`config.mk`:
```
export PLATFORM = sky130hd
export DESIGN_NAME = serial_node_link_controller_top
export DESIGN_NICKNAME = d
export VERILOG_FILES = /design/src/rtl/snlc_pkg.sv /design/src/rtl/serial_node_link_controller_top.sv
export SDC_FILE = /design/constraint.sdc
export NUM_CORES = 1
export LEC_CHECK = 0
export BUFFER_PORTS_ARGS = -buffer_cell sky130_fd_sc_hd__clkbuf_2
export CORE_ASPECT_RATIO = 1.1
export CORE_MARGIN = 10
export CORE_UTILIZATION = 60
export DETAILED_ROUTE_END_ITERATION = 10
export GPL_ROUTABILITY_DRIVEN = 0
export PLACE_DENSITY = 0.8
export SETUP_SLACK_MARGIN = 0.4
export SYNTH_ARGS = -nofsm -noshare
export SYNTH_HDL_FRONTEND = slang
export SYNTH_SLANG_ARGS = --single-unit
```
`constraint.sdc`:
```
create_clock -name clk -period 4.8 [get_ports clk]
set_clock_uncertainty 0.15 [all_clocks]
set_input_delay 0.96 -clock clk [delete_from_list [all_inputs] [get_ports clk]]
set_output_delay 0.96 -clock clk [all_outputs]
set_load 0.005 [all_outputs]
```
`src/rtl/snlc_pkg.sv`:
```
// ----------------------------------------------------------------------------
// snlc_pkg
// Shared codes, register indexes and word layouts of the serial node link
// controller.
// ----------------------------------------------------------------------------
`timescale 1ns / 1ps
`default_nettype none

package snlc_pkg;

  // Default width of the millisecond countdown
  localparam int unsigned DELAY_WIDTH_DEF = 16;

  // Stream word widths
  localparam int unsigned IN_W   = 32;
  localparam int unsigned USER_W = 3;
  localparam int unsigned OUT_W  = 24;

  // Input word layout
  localparam int unsigned IN_ELAPSED_LSB = 0;
  localparam int unsigned IN_PORT_OK     = 16;
  localparam int unsigned IN_INFO        = 17;
  localparam int unsigned IN_CHECK_OK    = 18;
  localparam int unsigned IN_IDENTIFY    = 19;
  localparam int unsigned IN_CODE_LSB    = 20;

  // Result word layout
  localparam int unsigned OUT_STATE_LSB   = 0;
  localparam int unsigned OUT_SEND_LSB    = 3;
  localparam int unsigned OUT_TX          = 5;
  localparam int unsigned OUT_FWD         = 6;
  localparam int unsigned OUT_PORT_RESET  = 7;
  localparam int unsigned OUT_ATTACHED    = 8;
  localparam int unsigned OUT_TYPE_LSB    = 9;
  localparam int unsigned OUT_OUTCOME_LSB = 14;

  // Configuration register indexes
  typedef enum logic [2:0] {
    REG_RESET_DELAY   = 3'd0,
    REG_OPEN_RETRY    = 3'd1,
    REG_IDENT_TIMEOUT = 3'd2,
    REG_STATUS_TIMEOUT = 3'd3,
    REG_IDLE_POLL     = 3'd4,
    REG_MSG_RETRY     = 3'd5,
    REG_IDENT_LIMIT   = 3'd6,
    REG_MSG_LIMIT     = 3'd7
  } reg_index_t;

  // Register reset values
  localparam logic [15:0] RST_RESET_DELAY    = 16'd1000;
  localparam logic [15:0] RST_OPEN_RETRY     = 16'd5000;
  localparam logic [15:0] RST_IDENT_TIMEOUT  = 16'd1000;
  localparam logic [15:0] RST_STATUS_TIMEOUT = 16'd2000;
  localparam logic [15:0] RST_IDLE_POLL      = 16'd10000;
  localparam logic [15:0] RST_MSG_RETRY      = 16'd500;
  localparam logic [4:0]  RST_IDENT_LIMIT    = 5'd10;
  localparam logic [4:0]  RST_MSG_LIMIT      = 5'd20;

  // Retries loaded when a status poll starts
  localparam logic [4:0] STATUS_RETRIES = 5'd4;

  // Highest valid node type code
  localparam logic [4:0] MAX_NODE_TYPE = 5'd18;

  // Event kinds
  typedef enum logic [2:0] {
    K_TICK    = 3'd0,
    K_UPDATED = 3'd1,
    K_WRITE   = 3'd2,
    K_MESSAGE = 3'd3,
    K_ACK     = 3'd4,
    K_NAK     = 3'd5,
    K_ERROR   = 3'd6,
    K_HANGUP  = 3'd7
  } kind_t;

  // Link state codes as shown in the result word
  localparam logic [2:0] LS_OPEN   = 3'd0;
  localparam logic [2:0] LS_IDENT  = 3'd1;
  localparam logic [2:0] LS_IDLE   = 3'd2;
  localparam logic [2:0] LS_AWAIT  = 3'd3;
  localparam logic [2:0] LS_STATUS = 3'd4;

  // Message to send
  typedef enum logic [1:0] {
    SEND_NONE   = 2'd0,
    SEND_NODE   = 2'd1,
    SEND_STATUS = 2'd2,
    SEND_IDENT  = 2'd3
  } send_t;

  // Outcome codes
  typedef enum logic [3:0] {
    OC_NONE         = 4'd0,
    OC_OPENED       = 4'd1,
    OC_OPEN_FAILED  = 4'd2,
    OC_SEND_DROPPED = 4'd3,
    OC_EXHAUSTED    = 4'd4,
    OC_INFO         = 4'd5,
    OC_INVALID      = 4'd6,
    OC_UNKNOWN_DROP = 4'd7,
    OC_IDENTIFIED   = 4'd8,
    OC_UNKNOWN_TYPE = 4'd9,
    OC_NOT_IDENTIFY = 4'd10,
    OC_ERROR_RESET  = 4'd11,
    OC_HANGUP       = 4'd12,
    OC_CLOSED       = 4'd13
  } outcome_t;

endpackage

`default_nettype wire

```
`src/rtl/serial_node_link_controller_top.sv`:
```
// ----------------------------------------------------------------------------
// serial_node_link_controller_top
// Link state machine for one serial port to an instrument node.
// Usage: each input word on s_* is one link event (s_tuser holds the event
// kind: tick, node updated, write ready, message, ack, nak, error, hangup).
// Every event yields exactly one result word on m_*, giving the link state
// after the event, which message to send, the transmit request, whether the
// received message goes to the node handler, node identity and an outcome.
// The user must write registers through cfg_* only while no event is in
// flight; the block does not enforce this. cfg_ready is always high.
// Each event waits in the input register; its result word is registered.
// Throughput: one event per cycle while the result stream is not stalled;
// the link state register is updated in the same cycle the event leaves the
// input register, so back-to-back events see each other's effect.
// Reset: registers return to defaults, the link enters open delay with the
// reset delay loaded, and both stream stages empty.
// Stall: while m_tready is low the result holds; one more event waits in the
// input register, after which s_tready drops.
// ----------------------------------------------------------------------------
`timescale 1ns / 1ps
`default_nettype none

module serial_node_link_controller_top #(
  parameter int unsigned DELAY_WIDTH = snlc_pkg::DELAY_WIDTH_DEF
) (
  input  wire logic                        clk,
  input  wire logic                        rst,
  // Event stream
  input  wire logic                        s_tvalid,
  output      logic                        s_tready,
  // elapsed_ms[15:0], port_ok, is_informational, check_ok, is_identify,
  // device_code[4:0], zero fill
  input  wire logic [snlc_pkg::IN_W-1:0]   s_tdata,
  // kind[2:0]
  input  wire logic [snlc_pkg::USER_W-1:0] s_tuser,
  // Result stream
  output      logic                        m_tvalid,
  input  wire logic                        m_tready,
  // link_state[2:0], send_kind[1:0], transmit_wanted, forward_to_node,
  // port_reset, node_attached, attached_type[4:0], outcome[3:0], zero fill
  output      logic [snlc_pkg::OUT_W-1:0]  m_tdata,
  // Configuration writes
  input  wire logic                        cfg_valid,
  output      logic                        cfg_ready,
  input  wire logic [2:0]                  cfg_index,
  input  wire logic [15:0]                 cfg_data
);

  import snlc_pkg::*;

  // Width used to compare delays against the 16-bit elapsed count
  localparam int unsigned CW = (DELAY_WIDTH > 16) ? DELAY_WIDTH : 16;
  localparam logic [CW-1:0] DMAX_W = CW'((64'd1 << DELAY_WIDTH) - 64'd1);

  // One-hot link phase
  typedef enum logic [4:0] {
    PH_OPEN   = 5'b00001,
    PH_IDENT  = 5'b00010,
    PH_IDLE   = 5'b00100,
    PH_AWAIT  = 5'b01000,
    PH_STATUS = 5'b10000
  } phase_t;

  // Link state plus per-event flags, worked on as one value
  typedef struct packed {
    phase_t                 phase;
    logic [DELAY_WIDTH-1:0] dl;
    logic [4:0]             rl;
    logic                   up;
    logic                   np;
    logic [4:0]             nt;
    logic                   tx;
    outcome_t               oc;
    logic                   pr;
  } work_t;

  // Configuration registers
  logic [15:0] reset_delay;
  logic [15:0] open_retry_delay;
  logic [15:0] ident_timeout;
  logic [15:0] status_timeout;
  logic [15:0] idle_poll_delay;
  logic [15:0] msg_retry_delay;
  logic [4:0]  ident_limit;
  logic [4:0]  msg_limit;

  // Link state registers
  phase_t                 link_phase;
  logic [DELAY_WIDTH-1:0] delay_left;
  logic [4:0]             retries_left;
  logic                   update_pending;
  logic                   node_present;
  logic [4:0]             node_type;
  logic                   tx_requested;

  // Input stage
  logic        in_valid;
  kind_t       in_kind;
  logic [15:0] in_elapsed;
  logic        in_port_ok;
  logic        in_info;
  logic        in_check_ok;
  logic        in_identify;
  logic [4:0]  in_code;

  logic             advance;
  work_t            w;
  send_t            send;
  logic             fwd;
  logic [2:0]       state_code;
  logic [OUT_W-1:0] res_word;

  // Loaded delays saturate at the countdown width
  function automatic logic [DELAY_WIDTH-1:0] sat_delay(input logic [15:0] v);
    logic [CW-1:0] ve;
    ve = CW'(v);
    if (ve > DMAX_W) begin
      ve = DMAX_W;
    end
    return ve[DELAY_WIDTH-1:0];
  endfunction

  // Drop the node, close the port, restart the open delay
  function automatic work_t link_reset(input work_t wi, input logic [15:0] rd);
    work_t wo;
    wo       = wi;
    wo.np    = 1'b0;
    wo.nt    = '0;
    wo.tx    = 1'b0;
    wo.phase = PH_OPEN;
    wo.dl    = sat_delay(rd);
    wo.pr    = 1'b1;
    return wo;
  endfunction

  // Enter idle wait; a pending node update starts a send right away
  function automatic work_t go_idle(input work_t wi, input logic [4:0] lim,
                                    input logic [15:0] retry_d,
                                    input logic [15:0] poll_d);
    work_t wo;
    wo       = wi;
    wo.phase = PH_IDLE;
    if (wo.up) begin
      wo.up    = 1'b0;
      wo.phase = PH_AWAIT;
      wo.rl    = lim;
      if (wo.rl != 5'd0) begin
        wo.rl = wo.rl - 5'd1;
        wo.dl = sat_delay(retry_d);
        wo.tx = 1'b1;
      end else begin
        wo.oc    = OC_SEND_DROPPED;
        wo.phase = PH_IDLE;
        wo.dl    = sat_delay(poll_d);
      end
    end else begin
      wo.dl = sat_delay(poll_d);
    end
    return wo;
  endfunction

  // One node message attempt, or give up and go idle
  function automatic work_t try_send(input work_t wi, input logic [4:0] lim,
                                     input logic [15:0] retry_d,
                                     input logic [15:0] poll_d);
    work_t wo;
    wo = wi;
    if (wo.rl != 5'd0) begin
      wo.rl = wo.rl - 5'd1;
      wo.dl = sat_delay(retry_d);
      wo.tx = 1'b1;
    end else begin
      wo.oc = OC_SEND_DROPPED;
      wo    = go_idle(wo, lim, retry_d, poll_d);
    end
    return wo;
  endfunction

  // Configuration port: always ready, writes are registered
  assign cfg_ready = 1'b1;

  always_ff @(posedge clk) begin
    if (rst) begin
      reset_delay      <= RST_RESET_DELAY;
      open_retry_delay <= RST_OPEN_RETRY;
      ident_timeout    <= RST_IDENT_TIMEOUT;
      status_timeout   <= RST_STATUS_TIMEOUT;
      idle_poll_delay  <= RST_IDLE_POLL;
      msg_retry_delay  <= RST_MSG_RETRY;
      ident_limit      <= RST_IDENT_LIMIT;
      msg_limit        <= RST_MSG_LIMIT;
    end else if (cfg_valid) begin
      case (reg_index_t'(cfg_index))
        REG_RESET_DELAY:    reset_delay      <= cfg_data;
        REG_OPEN_RETRY:     open_retry_delay <= cfg_data;
        REG_IDENT_TIMEOUT:  ident_timeout    <= cfg_data;
        REG_STATUS_TIMEOUT: status_timeout   <= cfg_data;
        REG_IDLE_POLL:      idle_poll_delay  <= cfg_data;
        REG_MSG_RETRY:      msg_retry_delay  <= cfg_data;
        REG_IDENT_LIMIT:    ident_limit      <= cfg_data[4:0];
        REG_MSG_LIMIT:      msg_limit        <= cfg_data[4:0];
        default: ;
      endcase
    end
  end

  // Stream handshakes: the input stage moves on when the result slot is free
  assign advance  = in_valid && (!m_tvalid || m_tready);
  assign s_tready = !in_valid || advance;

  always_ff @(posedge clk) begin
    if (rst) begin
      in_valid <= 1'b0;
    end else if (s_tready) begin
      in_valid <= s_tvalid;
    end
  end

  always_ff @(posedge clk) begin
    if (s_tvalid && s_tready) begin
      in_kind     <= kind_t'(s_tuser);
      in_elapsed  <= s_tdata[IN_ELAPSED_LSB +: 16];
      in_port_ok  <= s_tdata[IN_PORT_OK];
      in_info     <= s_tdata[IN_INFO];
      in_check_ok <= s_tdata[IN_CHECK_OK];
      in_identify <= s_tdata[IN_IDENTIFY];
      in_code     <= s_tdata[IN_CODE_LSB +: 5];
    end
  end

  // Event processing
  always_comb begin
    w.phase = link_phase;
    w.dl    = delay_left;
    w.rl    = retries_left;
    w.up    = update_pending;
    w.np    = node_present;
    w.nt    = node_type;
    w.tx    = tx_requested;
    w.oc    = OC_NONE;
    w.pr    = 1'b0;
    send    = SEND_NONE;
    fwd     = 1'b0;

    case (in_kind)
      K_TICK: begin
        if (w.dl != '0) begin
          if (CW'(in_elapsed) < CW'(w.dl)) begin
            w.dl = DELAY_WIDTH'(CW'(w.dl) - CW'(in_elapsed));
          end else begin
            w.dl = '0;
            // Countdown expired
            case (w.phase)
              PH_OPEN: begin
                if (in_port_ok) begin
                  w.rl    = ident_limit;
                  w.phase = PH_IDENT;
                  w.tx    = 1'b1;
                  w.oc    = OC_OPENED;
                end else begin
                  w.dl = sat_delay(open_retry_delay);
                  w.oc = OC_OPEN_FAILED;
                end
              end
              PH_IDENT, PH_STATUS: begin
                if (w.rl != 5'd0) begin
                  w.rl = w.rl - 5'd1;
                  w.tx = 1'b1;
                end else begin
                  w.oc = OC_EXHAUSTED;
                  w    = link_reset(w, reset_delay);
                end
              end
              PH_IDLE: begin
                w.rl    = STATUS_RETRIES;
                w.phase = PH_STATUS;
                w.tx    = 1'b1;
              end
              default: begin
                w = try_send(w, msg_limit, msg_retry_delay, idle_poll_delay);
              end
            endcase
          end
        end
      end
      K_UPDATED: begin
        if (w.phase == PH_IDLE) begin
          w.phase = PH_AWAIT;
          w.rl    = msg_limit;
          w       = try_send(w, msg_limit, msg_retry_delay, idle_poll_delay);
        end else begin
          w.up = 1'b1;
        end
      end
      K_WRITE: begin
        case (w.phase)
          PH_AWAIT: send = SEND_NODE;
          PH_STATUS: begin
            send = SEND_STATUS;
            w.dl = sat_delay(status_timeout);
          end
          PH_IDENT: begin
            send = SEND_IDENT;
            w.dl = sat_delay(ident_timeout);
          end
          default: send = SEND_NONE;
        endcase
        w.tx = 1'b0;
      end
      K_MESSAGE: begin
        if (w.phase == PH_OPEN) begin
          w.oc = OC_CLOSED;
        end else if (in_info) begin
          w.oc = OC_INFO;
        end else if (!in_check_ok) begin
          w.oc = OC_INVALID;
        end else if (w.phase == PH_IDENT) begin
          if (!in_identify) begin
            w.oc = OC_NOT_IDENTIFY;
          end else if (in_code <= MAX_NODE_TYPE) begin
            w.np = 1'b1;
            w.nt = in_code;
            w.oc = OC_IDENTIFIED;
            w    = go_idle(w, msg_limit, msg_retry_delay, idle_poll_delay);
            fwd  = 1'b1;
          end else begin
            w.oc = OC_UNKNOWN_TYPE;
          end
        end else if (w.np) begin
          fwd = 1'b1;
        end else begin
          w.oc = OC_UNKNOWN_DROP;
        end
      end
      K_ACK: begin
        if (w.np) begin
          w.dl = '0;
          w    = go_idle(w, msg_limit, msg_retry_delay, idle_poll_delay);
        end
      end
      K_NAK: begin
        if (w.np) begin
          w.dl = '0;
          w    = try_send(w, msg_limit, msg_retry_delay, idle_poll_delay);
        end
      end
      K_ERROR: begin
        w.oc = OC_ERROR_RESET;
        w    = link_reset(w, reset_delay);
      end
      default: begin
        w.oc = OC_HANGUP;
        w    = link_reset(w, reset_delay);
      end
    endcase
  end

  // Phase to result code
  always_comb begin
    case (w.phase)
      PH_OPEN:   state_code = LS_OPEN;
      PH_IDENT:  state_code = LS_IDENT;
      PH_IDLE:   state_code = LS_IDLE;
      PH_AWAIT:  state_code = LS_AWAIT;
      PH_STATUS: state_code = LS_STATUS;
      default:   state_code = LS_OPEN;
    endcase
  end

  // Result word packing
  always_comb begin
    res_word = '0;
    res_word[OUT_STATE_LSB +: 3]   = state_code;
    res_word[OUT_SEND_LSB +: 2]    = send;
    res_word[OUT_TX]               = w.tx;
    res_word[OUT_FWD]              = fwd;
    res_word[OUT_PORT_RESET]       = w.pr;
    res_word[OUT_ATTACHED]         = w.np;
    res_word[OUT_TYPE_LSB +: 5]    = w.np ? w.nt : 5'd0;
    res_word[OUT_OUTCOME_LSB +: 4] = w.oc;
  end

  // Link state update
  always_ff @(posedge clk) begin
    if (rst) begin
      link_phase     <= PH_OPEN;
      delay_left     <= sat_delay(RST_RESET_DELAY);
      retries_left   <= '0;
      update_pending <= 1'b0;
      node_present   <= 1'b0;
      node_type      <= '0;
      tx_requested   <= 1'b0;
    end else if (advance) begin
      link_phase     <= w.phase;
      delay_left     <= w.dl;
      retries_left   <= w.rl;
      update_pending <= w.up;
      node_present   <= w.np;
      node_type      <= w.nt;
      tx_requested   <= w.tx;
    end
  end

  // Result register
  always_ff @(posedge clk) begin
    if (rst) begin
      m_tvalid <= 1'b0;
    end else if (advance) begin
      m_tvalid <= 1'b1;
    end else if (m_tready) begin
      m_tvalid <= 1'b0;
    end
  end

  always_ff @(posedge clk) begin
    if (advance) begin
      m_tdata <= res_word;
    end
  end

endmodule

`default_nettype wire

```
==> metrics.txt <==
result of the run=complete, no violations; TritonCTS clock tree=built; share of synthesized cell area in and, or, nand and nor gates=0.224; pin slew with the least headroom to its limit=between 1000 and 1500 ps; overall fraction of global-route tracks in use=0.255; number of clock buffers inserted by TritonCTS=17; initial detailed-routing violation count=1,297; RSZ-0062 raised after global routing=false; leading cell types in the layout, fill and taps excluded=nand2_1, dfxtp_1, a21oi_1; class of the most critical hold timing path=flip-flop to flip-flop; number of antenna violations at the first check in global routing=0; Clk Tree Root Cell=clkbuf_16; number of slew-limit violations in the final report=0; most frequently used flop master after synthesis=dfxtp_1; H-tree levels=4; post-synth cell types=82; Clock Path Buffers=2; Seq/Total Area, Yosys=0.410; standard-cell rows=50; share of synthesized area spent on multiplexers=0.0468; final-report setup violation count=0; relative area change from synthesis to final layout=10.7%; register area=approximately 4200 um^2; Congestion Overflow GR=0; die width=approximately 140 um; Die ar.=around 23,000 um^2; maximum number of pins on one net before global-route repair=approximately 90; combined area of the multi-input logic cells=around 5600 um^2; crit path launch type=flip-flop; routed wire length per instance=19.2 um; endpoints failing hold=0; combinational family with the most area after synthesis=compound AO/OA/AOI/OAI gates; Post-Place Worst Slack=1090 ps; leading cell type in the layout, fill and taps excluded=nand2_1; fraction of final layout cells sized beyond drive strength 1=0.120; aggregate negative setup slack=0 ps; fill count=1,452; post-synthesis compound-gate area fraction=0.224; xor and xnor fraction of the mapped netlist area=0.0187; # Max-Cap Violations=0; path type of the worst setup path=flip-flop to flip-flop; adder and majority gate portion of the synthesized area=0.0262; hold-fix buffer count after cts=0; Worst setup EP type=flip-flop; arrival time of data at the critical path endpoint=~3800 ps; remaining antenna violation count=0; 1st-pass router iterations=7; clock latency at the later pin of the worst-skew pair=roughly 460 ps; Yosys warning total=0; DR vias=9,951; number of synthesized register bits=between 150 and 200; TritonCTS sink count=188; routed via count divided by cell count=about 6.3; number of enable flip-flop cells after synthesis=46; maximum fanout encountered on the critical timing path=15; required time of the critical path=about 4800 ps; io pins=86; setup repair bufs after CTS=0; number of antenna repair diodes=0; count of input and output buffers=71; area of the placeable core=17,000 um^2; Syn Std Cell Area=10,300 um^2; share of synthesized flip-flops with an asynchronous set or reset=0; crit share post-route=0.790; relative slew slack=0.224; placed wire-length estimate after detailed placement=20.6 mm; worst-case setup margin in the final layout=1010 ps; wire length of the first global-routing pass=47.9 mm; ratio of total power to cell area=328 nW/um^2; clock-pin transition on the worst setup and hold timing paths=about 80 ps; post-cts repair resize count=0; vias in the first global route=9,123; max frequency=around 0.26 GHz; total DRC errors in the routed layout=0; initial core utilization=0.608; instance count of the mapped netlist=~1,300; Peak VDD IR=0.000280 V; cell leakage power=4.35 nW; net total in the final layout=around 1,400; vertical die dimension=roughly 160 um; final wirelength=approximately 30 mm; average cell area after synthesis=between 7 and 8 um^2; post-layout minimum cycle time=3790 ps
[power breakdown]
group | internal (mW) | switching (mW) | total (mW)
clock network | 0.779 | 0.705 | 1.48
logic | 0.188 | 0.346 | 0.534
registers | 1.68 | 0.0484 | 1.73
[logic make-up (layout without fill, tap and decap cells)]
family / after synthesis / in the layout
flops: 188 / 188
fa+ha+maj: 21 / 21
mux: 48 / 48
xor+xnor: 22 / 22
other cells: 2 / 7
compound gates: 362 / 362
simple gates: 527 / 527
buf+inv: 124 / 159
[synth_stat cells, drive strengths merged (12+ instances only)]
cell type	number	area share
o21ai	79	0.039
nor3	21	0.012
dfxtp	142	0.28
nand2	303	0.11
clkbuf	75	0.027
a22oi	20	0.015
o221ai	12	0.011
inv	27	0.0098
nor2	93	0.034
edfxtp	46	0.13
mux2i	46	0.045
nand3	49	0.024
ha	20	0.024
a21oi	135	0.066
buf	20	0.012
[routing by layer]
layer / part of all wire / vias to the layer above / track usage
met4: 0.026 / 0 / 0.0895
met2: 0.45 / 614 / 0.404
met5: 0 / - / 0
li1: - / 4664 / -
met3: 0.11 / 87 / 0.0491
met1: 0.42 / 4586 / 0.342
[cell type report]
type                       count  share of cell area
tap                          234              0.0256
multi-input combinational    987               0.492
timing repair buffer          98              0.0489
sequential                   188               0.370
clock inverter                14              0.0147
clock buffer                  18              0.0394
inverter                      29             0.00953
[stage by stage]
| stage | std cells | utilization | total power [mW] | area (um^2) | hold slack, ps |
|---|---|---|---|---|---|
| 2_1_floorplan | 1299 | - | 2.12 | 10300 | 286 |
| 3_3_place_gp | 1536 | 0.637 | 2.26 | 10800 | 291 |
| 3_5_place_dp | 1536 | 0.637 | 2.28 | 10800 | 298 |
| 4_1_cts | 1568 | 0.674 | 3.73 | 11400 | 308 |
| 5_1_grt | 1568 | 0.674 | 3.86 | 11400 | 325 |
| 6_report | 1568 | 0.674 | 3.74 | 11400 | 304 |
[final timing paths]
| path | depth (start not counted) | end | slack [ps] | start |
|---|---|---|---|---|
| setup / recovery | 12 | m_tdata[2] | 1010 | delay_left[0] |
| hold / removal | 2 | ident_timeout[14] | 300 | ident_timeout[14] |
| setup reg to reg | 12 | m_tdata[2] | 1010 | delay_left[0] |
| hold reg to reg | 2 | ident_timeout[14] | 300 | ident_timeout[14] |
[critical path: stages (launching register included)]
cell	delay (ps)
dfxtp_1	330
inv_1	70
ha_1	160
inv_1	60
fa_1	400
nand3_1	110
a21oi_1	100
o311ai_0	700
a21o_1	240
nand2_1	440
o22ai_1	500
nand3b_1	210
nor3_2	60
[sequential cells by signal, summed over array words and instances, names as in the netlist, 3 cells and up]
| register | cells |
|---|---|
| idle_poll_delay | 16 |
| reset_delay | 16 |
| status_timeout | 16 |
| retries_left | 5 |
| in_kind | 3 |
| delay_left | 16 |
| ident_timeout | 16 |
| msg_retry_delay | 16 |
| msg_limit | 5 |
| in_code | 5 |
| link_phase | 5 |
| in_elapsed | 16 |
| m_tdata | 18 |
| open_retry_delay | 16 |
| ident_limit | 5 |
| node_type | 5 |
(Power assumes the default switching activity.)
